$ cat config.mk
export PLATFORM = sky130hd
export DESIGN_NAME = crc16_frame_receiver_unit
export DESIGN_NICKNAME = d
export VERILOG_FILES = /design/src/rtl/core/crcfr_pkg.sv /design/src/rtl/core/crcfr_core.sv /design/src/rtl/core/crcfr_skid.sv /design/src/rtl/core/crc16_frame_receiver_unit.sv
export SDC_FILE = /design/constraint.sdc
export NUM_CORES = 1
export LEC_CHECK = 0
export ABC_AREA = 1
export BUFFER_PORTS_ARGS = -buffer_cell sky130_fd_sc_hd__buf_2
export CAP_MARGIN = 20
export CELL_PAD_IN_SITES_DETAIL_PLACEMENT = 2
export CELL_PAD_IN_SITES_GLOBAL_PLACEMENT = 2
export CORE_MARGIN = 1.5
export CORE_UTILIZATION = 40
export CTS_BUF_LIST = sky130_fd_sc_hd__clkbuf_16
export DETAILED_ROUTE_END_ITERATION = 16
export PLACE_DENSITY_LB_ADDON = 0.25
export SETUP_SLACK_MARGIN = 0.05
export SYNTH_ARGS = -nofsm -noshare
export SYNTH_HDL_FRONTEND = slang
export SYNTH_SLANG_ARGS = --single-unit
$ cat constraint.sdc
create_clock -name clock -period 28.1 [get_ports clock]
set_input_delay 2.81 -clock clock [delete_from_list [all_inputs] [get_ports clock]]
set_output_delay 2.81 -clock clock [all_outputs]
set_load 0.02 [all_outputs]
$ cat src/rtl/core/crcfr_pkg.sv
`timescale 1ns / 1ps
// ----------------------------------------------------------------------------
// crcfr_pkg
// Shared types, constants and the bytewise CRC16-CCITT-FALSE update for the
// frame receiver.
// ----------------------------------------------------------------------------
package crcfr_pkg;

   localparam logic [7:0]  SYNC_FIRST     = 8'hA5;
   localparam logic [7:0]  SYNC_SECOND    = 8'h5A;
   localparam logic [7:0]  TYPE_ONE       = 8'h01;
   localparam logic [7:0]  TYPE_TWO       = 8'h02;
   localparam logic [15:0] CRC_INIT       = 16'hFFFF;
   localparam logic [15:0] CRC_POLY       = 16'h1021;
   localparam logic [15:0] CRC_MSB        = 16'h8000;
   localparam logic [15:0] MAX_LEN_RESET  = 16'd4096;

   // Header byte positions.
   localparam logic [2:0] HDR_TYPE     = 3'd0;
   localparam logic [2:0] HDR_LEN_LO   = 3'd2;
   localparam logic [2:0] HDR_LEN_HI   = 3'd3;
   localparam logic [2:0] HDR_SEQ_LO   = 3'd4;
   localparam logic [2:0] HDR_SEQ_HI   = 3'd5;

   typedef enum logic [1:0] {
      PH_HUNT   = 2'd0,
      PH_SYNC2  = 2'd1,
      PH_HEADER = 2'd2,
      PH_BODY   = 2'd3
   } phase_type;

   typedef enum logic [1:0] {
      KIND_PAYLOAD   = 2'd0,
      KIND_GOOD      = 2'd1,
      KIND_CRC_ERR   = 2'd2,
      KIND_HEADER_ERR = 2'd3
   } kind_type;

   typedef struct packed {
      kind_type    kind;
      logic [7:0]  type_byte;
      logic [7:0]  data_byte;
      logic [15:0] sequence_res;
      logic [15:0] payload_length;
      logic        last;
      logic [31:0] good_frames;
      logic [31:0] crc_errors;
      logic [31:0] header_errors;
   } rsp_type;

   function automatic logic [15:0] crc_byte(input logic [15:0] crc, input logic [7:0] v);
      logic [15:0] c;
      c = crc ^ {v, 8'h00};
      for (int i = 0; i < 8; i++) begin
         if ((c & CRC_MSB) != 16'h0000) begin
            c = {c[14:0], 1'b0} ^ CRC_POLY;
         end else begin
            c = {c[14:0], 1'b0};
         end
      end
      return c;
   endfunction

endpackage

$ cat src/rtl/core/crcfr_core.sv
`timescale 1ns / 1ps
// ----------------------------------------------------------------------------
// crcfr_core
// Deframer state, CRC accumulator and frame counters. One received byte is
// processed per enabled cycle and may produce one result.
// ----------------------------------------------------------------------------
module crcfr_core (
   input  logic                clock,
   input  logic                reset,
   input  logic                step_en,
   input  logic [7:0]          rx_byte,
   input  logic [15:0]         max_length,
   output logic                res_valid,
   output crcfr_pkg::rsp_type  res
);

   crcfr_pkg::phase_type phase_ff, phase_in;
   logic [2:0]  hdr_cnt_ff, hdr_cnt_in;
   logic [7:0]  type_ff, type_in;
   logic [15:0] len_ff, len_in;
   logic [15:0] seq_ff, seq_in;
   logic [16:0] body_cnt_ff, body_cnt_in;
   logic [15:0] crc_ff, crc_in;
   logic [7:0]  crc_lo_ff, crc_lo_in;
   logic [31:0] good_ff, good_in;
   logic [31:0] crc_err_ff, crc_err_in;
   logic [31:0] hdr_err_ff, hdr_err_in;

   logic [15:0] crc_upd;
   logic        hdr_done;
   logic        hdr_bad;
   logic        body_payload;
   logic        body_crc_lo;
   logic        crc_match;

   assign crc_upd      = crcfr_pkg::crc_byte(crc_ff, rx_byte);
   assign hdr_done     = (hdr_cnt_ff == crcfr_pkg::HDR_SEQ_HI);
   assign hdr_bad      = ((type_ff != crcfr_pkg::TYPE_ONE) && (type_ff != crcfr_pkg::TYPE_TWO))
                         || (len_ff > max_length);
   assign body_payload = (body_cnt_ff < {1'b0, len_ff});
   assign body_crc_lo  = (body_cnt_ff == {1'b0, len_ff});
   assign crc_match    = ({rx_byte, crc_lo_ff} == crc_ff);

   // Next phase.
   always_comb begin
      phase_in = phase_ff;
      if (step_en) begin
         case (phase_ff)
            crcfr_pkg::PH_HUNT: begin
               if (rx_byte == crcfr_pkg::SYNC_FIRST) phase_in = crcfr_pkg::PH_SYNC2;
            end
            crcfr_pkg::PH_SYNC2: begin
               phase_in = (rx_byte == crcfr_pkg::SYNC_SECOND) ? crcfr_pkg::PH_HEADER
                                                              : crcfr_pkg::PH_HUNT;
            end
            crcfr_pkg::PH_HEADER: begin
               if (hdr_done) phase_in = hdr_bad ? crcfr_pkg::PH_HUNT : crcfr_pkg::PH_BODY;
            end
            crcfr_pkg::PH_BODY: begin
               if (!body_payload && !body_crc_lo) phase_in = crcfr_pkg::PH_HUNT;
            end
            default: phase_in = crcfr_pkg::PH_HUNT;
         endcase
      end
   end

   // Datapath updates and the result.
   always_comb begin
      hdr_cnt_in  = hdr_cnt_ff;
      type_in     = type_ff;
      len_in      = len_ff;
      seq_in      = seq_ff;
      body_cnt_in = body_cnt_ff;
      crc_in      = crc_ff;
      crc_lo_in   = crc_lo_ff;
      good_in     = good_ff;
      crc_err_in  = crc_err_ff;
      hdr_err_in  = hdr_err_ff;
      res_valid   = 1'b0;
      res.kind    = crcfr_pkg::KIND_PAYLOAD;
      res.data_byte = 8'h00;
      res.last    = 1'b0;
      if (step_en) begin
         case (phase_ff)
            crcfr_pkg::PH_HUNT: begin
            end
            crcfr_pkg::PH_SYNC2: begin
               hdr_cnt_in = 3'd0;
               crc_in     = crcfr_pkg::CRC_INIT;
            end
            crcfr_pkg::PH_HEADER: begin
               crc_in     = crc_upd;
               hdr_cnt_in = hdr_cnt_ff + 3'd1;
               case (hdr_cnt_ff)
                  crcfr_pkg::HDR_TYPE:   type_in = rx_byte;
                  crcfr_pkg::HDR_LEN_LO: len_in  = {len_ff[15:8], rx_byte};
                  crcfr_pkg::HDR_LEN_HI: len_in  = {rx_byte, len_ff[7:0]};
                  crcfr_pkg::HDR_SEQ_LO: seq_in  = {seq_ff[15:8], rx_byte};
                  crcfr_pkg::HDR_SEQ_HI: seq_in  = {rx_byte, seq_ff[7:0]};
                  default: ;
               endcase
               if (hdr_done) begin
                  if (hdr_bad) begin
                     hdr_err_in = hdr_err_ff + 32'd1;
                     res_valid  = 1'b1;
                     res.kind   = crcfr_pkg::KIND_HEADER_ERR;
                     res.last   = 1'b1;
                  end else begin
                     body_cnt_in = 17'd0;
                  end
               end
            end
            crcfr_pkg::PH_BODY: begin
               if (body_payload) begin
                  crc_in        = crc_upd;
                  body_cnt_in   = body_cnt_ff + 17'd1;
                  res_valid     = 1'b1;
                  res.kind      = crcfr_pkg::KIND_PAYLOAD;
                  res.data_byte = rx_byte;
               end else if (body_crc_lo) begin
                  crc_lo_in   = rx_byte;
                  body_cnt_in = body_cnt_ff + 17'd1;
               end else begin
                  res_valid = 1'b1;
                  res.last  = 1'b1;
                  if (crc_match) begin
                     good_in  = good_ff + 32'd1;
                     res.kind = crcfr_pkg::KIND_GOOD;
                  end else begin
                     crc_err_in = crc_err_ff + 32'd1;
                     res.kind   = crcfr_pkg::KIND_CRC_ERR;
                  end
               end
            end
            default: ;
         endcase
      end
      // Fields reflect the state after this byte's update.
      res.type_byte      = type_in;
      res.sequence_res   = seq_in;
      res.payload_length = len_in;
      res.good_frames    = good_in;
      res.crc_errors     = crc_err_in;
      res.header_errors  = hdr_err_in;
   end

   always_ff @(posedge clock) begin
      if (reset) begin
         phase_ff    <= crcfr_pkg::PH_HUNT;
         hdr_cnt_ff  <= 3'd0;
         type_ff     <= 8'h00;
         len_ff      <= 16'h0000;
         seq_ff      <= 16'h0000;
         body_cnt_ff <= 17'd0;
         crc_ff      <= crcfr_pkg::CRC_INIT;
         crc_lo_ff   <= 8'h00;
         good_ff     <= 32'd0;
         crc_err_ff  <= 32'd0;
         hdr_err_ff  <= 32'd0;
      end else begin
         phase_ff    <= phase_in;
         hdr_cnt_ff  <= hdr_cnt_in;
         type_ff     <= type_in;
         len_ff      <= len_in;
         seq_ff      <= seq_in;
         body_cnt_ff <= body_cnt_in;
         crc_ff      <= crc_in;
         crc_lo_ff   <= crc_lo_in;
         good_ff     <= good_in;
         crc_err_ff  <= crc_err_in;
         hdr_err_ff  <= hdr_err_in;
      end
   end

endmodule

$ cat src/rtl/core/crcfr_skid.sv
`timescale 1ns / 1ps
// ----------------------------------------------------------------------------
// crcfr_skid
// Output register with a skid entry, so a result can be captured while the
// previous one still waits on the result channel.
// ----------------------------------------------------------------------------
module crcfr_skid (
   input  logic                clock,
   input  logic                reset,
   input  logic                in_valid,
   input  crcfr_pkg::rsp_type  in_data,
   output logic                in_ready,
   output logic                out_valid,
   input  logic                out_ready,
   output crcfr_pkg::rsp_type  out_data
);

   logic               out_valid_ff, out_valid_in;
   logic               skid_valid_ff, skid_valid_in;
   crcfr_pkg::rsp_type out_data_ff, out_data_in;
   crcfr_pkg::rsp_type skid_data_ff, skid_data_in;
   logic               out_free;

   assign out_free  = !out_valid_ff || out_ready;
   assign in_ready  = !skid_valid_ff;
   assign out_valid = out_valid_ff;
   assign out_data  = out_data_ff;

   // A new result only arrives while the skid entry is empty.
   always_comb begin
      out_valid_in  = out_valid_ff;
      skid_valid_in = skid_valid_ff;
      out_data_in   = out_data_ff;
      skid_data_in  = skid_data_ff;
      if (out_free) begin
         if (skid_valid_ff) begin
            out_valid_in  = 1'b1;
            out_data_in   = skid_data_ff;
            skid_valid_in = 1'b0;
         end else begin
            out_valid_in = in_valid;
            out_data_in  = in_data;
         end
      end else if (in_valid) begin
         skid_valid_in = 1'b1;
         skid_data_in  = in_data;
      end
   end

   always_ff @(posedge clock) begin
      if (reset) begin
         out_valid_ff  <= 1'b0;
         skid_valid_ff <= 1'b0;
      end else begin
         out_valid_ff  <= out_valid_in;
         skid_valid_ff <= skid_valid_in;
      end
   end

   always_ff @(posedge clock) begin
      out_data_ff  <= out_data_in;
      skid_data_ff <= skid_data_in;
   end

endmodule

$ cat src/rtl/core/crc16_frame_receiver_unit.sv
`timescale 1ns / 1ps
// Throughput: one byte per cycle unless the output register and skid entry are full;
// the deframer step and CRC byte update are one registered stage, and a skid entry
// keeps bytes flowing while one result is stalled.
// Reset (synchronous, active high) returns to sync hunting, sets the CRC to FFFF,
// clears all counters and held header fields, and sets max_length to 4096.
// ----------------------------------------------------------------------------
// crc16_frame_receiver_unit
// Byte-serial A5 5A framed receiver with header check, payload streaming and
// CRC16-CCITT-FALSE verification.
// ----------------------------------------------------------------------------
module crc16_frame_receiver_unit (
   input  logic        clock,
   input  logic        reset,
   input  logic        req_valid,
   output logic        req_ready,
   input  logic [7:0]  req_rx_byte,
   output logic        rsp_valid,
   input  logic        rsp_ready,
   output logic [1:0]  rsp_kind,
   output logic [7:0]  rsp_type_byte,
   output logic [7:0]  rsp_data_byte,
   output logic [15:0] rsp_sequence_res,
   output logic [15:0] rsp_payload_length,
   output logic        rsp_last,
   output logic [31:0] rsp_good_frames,
   output logic [31:0] rsp_crc_errors,
   output logic [31:0] rsp_header_errors,
   input  logic        csr_valid,
   output logic        csr_ready,
   input  logic [15:0] csr_max_length
);

   logic [15:0]        max_len_ff, max_len_in;
   logic               step_en;
   logic               res_valid;
   crcfr_pkg::rsp_type res;
   crcfr_pkg::rsp_type rsp;

   assign csr_ready = 1'b1;
   assign step_en   = req_valid && req_ready;

   always_comb begin
      max_len_in = max_len_ff;
      if (csr_valid) max_len_in = csr_max_length;
   end

   always_ff @(posedge clock) begin
      if (reset) begin
         max_len_ff <= crcfr_pkg::MAX_LEN_RESET;
      end else begin
         max_len_ff <= max_len_in;
      end
   end

   crcfr_core u_core (
      .clock      (clock),
      .reset      (reset),
      .step_en    (step_en),
      .rx_byte    (req_rx_byte),
      .max_length (max_len_ff),
      .res_valid  (res_valid),
      .res        (res)
   );

   crcfr_skid u_skid (
      .clock     (clock),
      .reset     (reset),
      .in_valid  (res_valid),
      .in_data   (res),
      .in_ready  (req_ready),
      .out_valid (rsp_valid),
      .out_ready (rsp_ready),
      .out_data  (rsp)
   );

   assign rsp_kind           = rsp.kind;
   assign rsp_type_byte      = rsp.type_byte;
   assign rsp_data_byte      = rsp.data_byte;
   assign rsp_sequence_res   = rsp.sequence_res;
   assign rsp_payload_length = rsp.payload_length;
   assign rsp_last           = rsp.last;
   assign rsp_good_frames    = rsp.good_frames;
   assign rsp_crc_errors     = rsp.crc_errors;
   assign rsp_header_errors  = rsp.header_errors;

   // Input stalls only when both the output register and the skid entry hold results.
   a_stall_means_full: assert property (@(posedge clock) disable iff (reset)
      !req_ready |-> rsp_valid)
      else $error("input stalled while no result is pending");

   // After a result is accepted into the pipe, the output must hold a valid result in the next cycle.
   a_result_appears: assert property (@(posedge clock) disable iff (reset)
      (step_en && res_valid) |=> rsp_valid)
      else $error("result of an accepted byte did not reach the output");

   // Only verdict transactions close a frame attempt.
   a_last_on_verdict: assert property (@(posedge clock) disable iff (reset)
      rsp_valid |-> (rsp_last == (rsp_kind != crcfr_pkg::KIND_PAYLOAD)))
      else $error("last flag does not match result kind");

   // Payload bytes are zero on verdict transactions.
   a_verdict_data_zero: assert property (@(posedge clock) disable iff (reset)
      (rsp_valid && rsp_last) |-> (rsp_data_byte == 8'h00))
      else $error("verdict carries a nonzero data byte");

endmodule

### Word-level counts from Yosys, hierarchy flattened

Cells that the tools add are included.

| cells by class | value |
|---|---|
| reduce and logical (&&, ||, !) cells | 21 |
| shift operators | 0 |
| magnitude comparators | 2 |
| div/mod/pow operators | 0 |
| equal/unequal tests | 19 |
| bitwise gates (word level) | 11 |
| muxes and demuxes | 66 |
| $mul | 0 |
| add/sub/neg operators | 5 |

Operators with widths:

| kind | count |
|---|---|
| 32-bit 2-to-1 mux | 14 |
| 147-bit 2-to-1 mux | 1 |
| 13-bit 2-to-1 mux | 8 |
| 32-bit by 1-bit adder with 32-bit output, second input constant | 3 |
| 16-bit 2-to-1 mux | 5 |
| 17-bit 2-to-1 mux | 4 |
| 16-bit case mux with 2 select lines | 2 |
| 8-bit 2-to-1 mux | 6 |
| 16-bit case mux with 3 select lines | 1 |
| 17-bit case mux with 2 select lines | 1 |
| 3-bit inverter | 8 |
| 2-bit 2-to-1 mux | 11 |
| 17-bit by 1-bit adder with 17-bit output, second input constant | 1 |
| 17-bit by 16-bit equality test with 1-bit output | 1 |
| 17-bit by 16-bit less-than comparator with 1-bit output | 1 |
| 16-bit equality test | 1 |
| 16-bit greater-than comparator | 1 |
| 16-bit bitwise XOR | 1 |
| 8-bit by 7-bit equality test with 1-bit output, second input constant | 1 |
| 8-bit equality test, second input constant | 1 |
| 1-bit 2-to-1 mux | 8 |
| 2-bit by 1-bit != test with 1-bit output, second input constant | 4 |
| 8-bit by 1-bit != test with 1-bit output, second input constant | 1 |
| 8-bit by 2-bit != test with 1-bit output, second input constant | 1 |
| 24 further kinds | 38 |

| storage, ports and cells | value |
|---|---|
| memories | 0 |
| bits in read-only memories | 0 |
| output and inout port bits | 150 |
| register bits after elaboration | 494 |
| RAM bits | 0 |
| logic and storage cells | 156 |
| input bits | 29 |
| latch bits | 0 |

### Longest topological paths before layout

| logic depth | value |
|---|---|
| depth in word-level cells | 19 |
| mapped depth | 20 |
| gate-level depth less buffers | 19 |

### Hierarchy

From an unflattened synthesis, not the netlist that was laid out.

| unflattened totals | value |
|---|---|
| cells, all modules | 2627 |
| area, all modules | 22626.7 µm² |

By module, submodules not included:

| module | times used | cells each | area an instance (µm²) | sequential area each (µm²) |
|---|---|---|---|---|
| crcfr_core | 1 | 1742 | 11108.2 | 3643.5 |
| crcfr_skid | 1 | 781 | 10831.6 | 8868.5 |
| crc16_frame_receiver_unit | 1 | 104 | 686.9 | 320.3 |

### Worst setup path before layout

No wires, ideal clock.

| path | value |
|---|---|
| kind | in2reg |
| start | input port rsp_ready |
| end | register u_skid.skid_data_ff[0] (netlist bit), enable pin |
| path slack | 14760 ps |
| buffers on the path | 0 |
| stages | 3 |
| arrival | 11986 ps |
| library setup time | 1353 ps |
| required time | 26747 ps |
| cell sequence | nor2_1 -> inv_1 -> nor2_1 |

| on the way | value |
|---|---|
| cells in the longest elaborated chain, start to end | 3 |

Ends and longest elaborated chain:

| what | RTL line | source |
|---|---|---|
| start: declaration | crc16_frame_receiver_unit.sv:19 | `input logic rsp_ready,` |
| 1-bit logical OR | crcfr_skid.sv:24 | `assign out_free = !out_valid_ff \|\| out_ready;` |
| named net u_skid.out_free | crcfr_skid.sv:22 | `logic out_free;` |
| 1-bit inverter (no source line) | -- |  |
| 2-bit AND reduction (no source line) | -- |  |
| end signal: assignment | crcfr_skid.sv:62 | `skid_data_ff <= skid_data_in;` |
| end: declaration | crcfr_skid.sv:21 | `crcfr_pkg::rsp_type skid_data_ff, skid_data_in;` |

The timed path passes the listed nets, and every way through them passes these cells.
A chain may end at the register's enable or synchronous reset.

### Final worst setup path

| path | value |
|---|---|
| start | input port req_valid |
| end | register u_skid.skid_data_ff[131] (netlist bit), enable pin |

| on the way | value |
|---|---|
| cells in the longest elaborated chain, start to end | 3 |

Ends and longest elaborated chain:

| what | RTL line | source |
|---|---|---|
| start: declaration | crc16_frame_receiver_unit.sv:15 | `input logic req_valid,` |
| 1-bit logical AND | crc16_frame_receiver_unit.sv:41 | `assign step_en = req_valid && req_ready;` |
| 1-bit 2-to-1 mux | crcfr_core.sv:83 | `if (step_en) begin` |
| 2-bit AND reduction (no source line) | -- |  |

Every way passes these cells.

==> results_dict.tcl <==
set metrics [dict create \
    synth_cell_types 52 \
    final_nets 2763 \
    drtIter0Drc 960 \
    worstSetupEndpointType "register" \
    drive_above_1_share 0.124 \
    power_leakage_uw 0.0114 \
    antenna_found_initial 1 \
    ant_nets 0 \
    syn_avg_cell_area_um2 8.86 \
    rows 86 \
    power.density_nw_per_um2 58.8 \
    cts_buffers 54 \
    synth-seq-cells 494 \
    drv_cap 0 \
    slew_headroom 0.305 \
    die_h_um 239 \
    htreeDepth 2 \
    holdCritStartpoint "max_len_ff[6]$_SDFFE_PP0P_" \
    synth_cells 2519 \
    clock_sinks 494 \
    dp_hpwl_um 49600 \
    cts_setup_buffers 0 \
    root_buffer "clkbuf_16" \
    ff2ff_setup_slack_ns 23.42 \
    grt_pass1_wl_um 114000 \
    syn-num-nets 2594 \
    synth-main-ff-cell "edfxtp_1" \
    r2r_cells 13 \
    drc 0 \
    seq_area_frac_synth 0.575 \
    cp-start-kind "input port" \
    synth_edf_count 294 \
    ctsResizeCount 0 \
    async_flop_share 0 \
    dr.pass1.iters 5 \
    grt_overflow 0 \
    critPathArrivalTime_ns 5.29 \
    peakVddDrop_uv 45.3 \
    fin_worst_skew_ns 0.0302 \
    worstPathMaxFanout 63 \
    utilization 0.465 \
    setup_violations 0 \
    final.setup.tns_ns 0 \
    final.period_utilization 0.180 \
    n_antenna_cell 0 \
    die_width_um 239 \
    final.fill_count 6006 \
    cts_tree "built" \
    die_area_um2 57200 \
    wl_per_cell_um 20.8 \
    start_util 0.405 \
    status "completed" \
    hold-path-endpoint "max_len_ff[6]$_SDFFE_PP0P_" \
    hold_path_class "register to register" \
    port_buffers 177 \
    crit_required_ns 28.34 \
    ys_warn_count 0 \
    wirelength_um 72500 \
    ctsHoldBuffers 0 \
    r2r_start "max_len_ff[15]$_SDFFE_PP0P_" \
    area_growth_pct 14.7 \
    via_count 18200 \
    hold_viol 0 \
    grt_use_total 0.257 \
    clkLatencyLatePin_ns 0.63 \
    multiInputGateArea_um2 7770 \
    grt_start_max_net_pins 92 \
    r2r-end "u_skid.skid_data_ff[131]$_DFFE_PP_" \
    io_pins 179 \
    slew_viol_final 0 \
    rsz0062_at_grt "no" \
    crit_type "input port to register" \
    min_period_ns 5.05 \
    clkSlewWorstSetupHoldPaths_ns 0.06 \
    timing.fmax_mhz 198 \
    ctsLongestPathBuffers 3 \
    seq_area_um2 12800 \
    gp_congestion 0.840 \
    syn_area_um2 22300 \
    core_area_um2 55100 \
    tightestPinTransition_ns 1.04 \
    grt_pass1_vias 20300 \
    vias_per_cell 5.23 \
    hold_depth 2 \
]
-- placed cells by master (no fill, tap or decap), types with 46 or more instances in the layout --
cell	instances
a21oi_1	78
buf_2	176
clkbuf_16	54
dfxtp_1	199
edfxtp_1	294
ha_1	46
inv_1	365
nand2_1	619
nand3_1	122
nand4_1	61
nor2_1	256
nor3_1	46
o21ai_0	148
-- power breakdown --
part	total [uW]	switching [uW]	internal [uW]
logic	50.7	38.2	12.5
registers	769	4.08	765
clock network	686	308	378
total	1510	351	1150
-- worst max path at each step --
stage	from	end	depth (start not counted)
final	req_valid	u_skid.skid_data_ff[131]$_DFFE_PP_	7
after global placement	req_valid	u_skid.skid_data_ff[130]$_DFFE_PP_	7
after floorplan	rsp_ready	u_skid.skid_data_ff[0]$_DFFE_PP_	3
after global routing	req_valid	u_skid.skid_data_ff[114]$_DFFE_PP_	7
after CTS	req_valid	u_skid.skid_data_ff[133]$_DFFE_PP_	7
after detailed placement	req_valid	u_skid.skid_data_ff[130]$_DFFE_PP_	7
-- worst max-delay path, stage by stage --
cell and delay, ns:
buf_2 0.10, nand2_1 0.05, buf_4 0.26, clkinv_1 0.25
nand2_1 0.18, nor2_4 0.70, buf_4 0.87
-- cell usage after synthesis (32+ instances only) --
library cell	count	area, um2
a21oi_1	78	390
o21ai_0	148	741
nand2_1	619	2320
inv_1	355	1330
ha_1	46	576
nor2_1	257	965
clkbuf_1	61	229
nand3_1	122	611
edfxtp_1	294	8830
dfxtp_1	200	4000
xor2_1	32	280
nand4_1	61	382
nor3_1	46	230
-- flip-flops by register name, indices dropped and copies added (netlist names) --
register              flops
u_skid.out_data         147
u_skid.skid_valid_ff      1
max_len_ff               16
u_core.crc_lo_ff          8
u_core.seq_ff            16
u_core.crc_err_ff        32
u_core.hdr_cnt_ff         3
u_skid.skid_data_ff     147
u_core.crc_ff            16
u_core.good_ff           32
u_core.hdr_err_ff        32
u_core.type_ff            8
u_core.body_cnt_ff       17
u_core.phase_ff           2
u_skid.out_valid          1
u_core.len_ff            16
-- per-layer routing --
layer  global-route usage  vias to the layer above  part of all wire
met5                    0                        -          0.000097
met4               0.0773                        2             0.026
met3               0.0304                      105             0.030
met2                0.471                      300              0.52
met1                0.313                     9232              0.43
li1                     -                     8573                 -
-- logic make-up (layout without fill, tap and decap cells) --
| logic type | Yosys count | count (layout) | share of synthesized area |
|---|---|---|---|
| buffers and inverters | 447 | 662 | 0.0774 |
| flip-flops | 494 | 494 | 0.575 |
| other | 1 | 1 | 0.000168 |
| adder cells (fa/ha/maj) | 46 | 46 | 0.0258 |
| XOR/XNOR | 44 | 44 | 0.0183 |
| AND/OR/NAND/NOR | 1177 | 1177 | 0.228 |
| AO/OA/AOI/OAI | 310 | 310 | 0.0758 |
-- final cells by class --
type                    count  area share
clock buffers              54      0.0528
multi-input cells        1578       0.304
flip-flops and latches    494       0.501
well taps                 748      0.0366
clock inverters            48      0.0127
repair buffers            190      0.0385
inverters                 370      0.0545
-- through the flow --
step                      std cells  hold WS (ns)  cell area, um2  total power [uW]  setup WS (ns)
final                          3482         0.474           25600              1510          23.05
after global routing           3482         0.497           25600              1550          22.87
after CTS                      3482         0.476           25600              1520          23.00
after detailed placement       3380         0.467           23900               833          22.37
after global placement         3380         0.456           23900               830          22.44
after floorplan                2519         0.435           22300               813          14.76
Power figures use the tool's default switching activity.
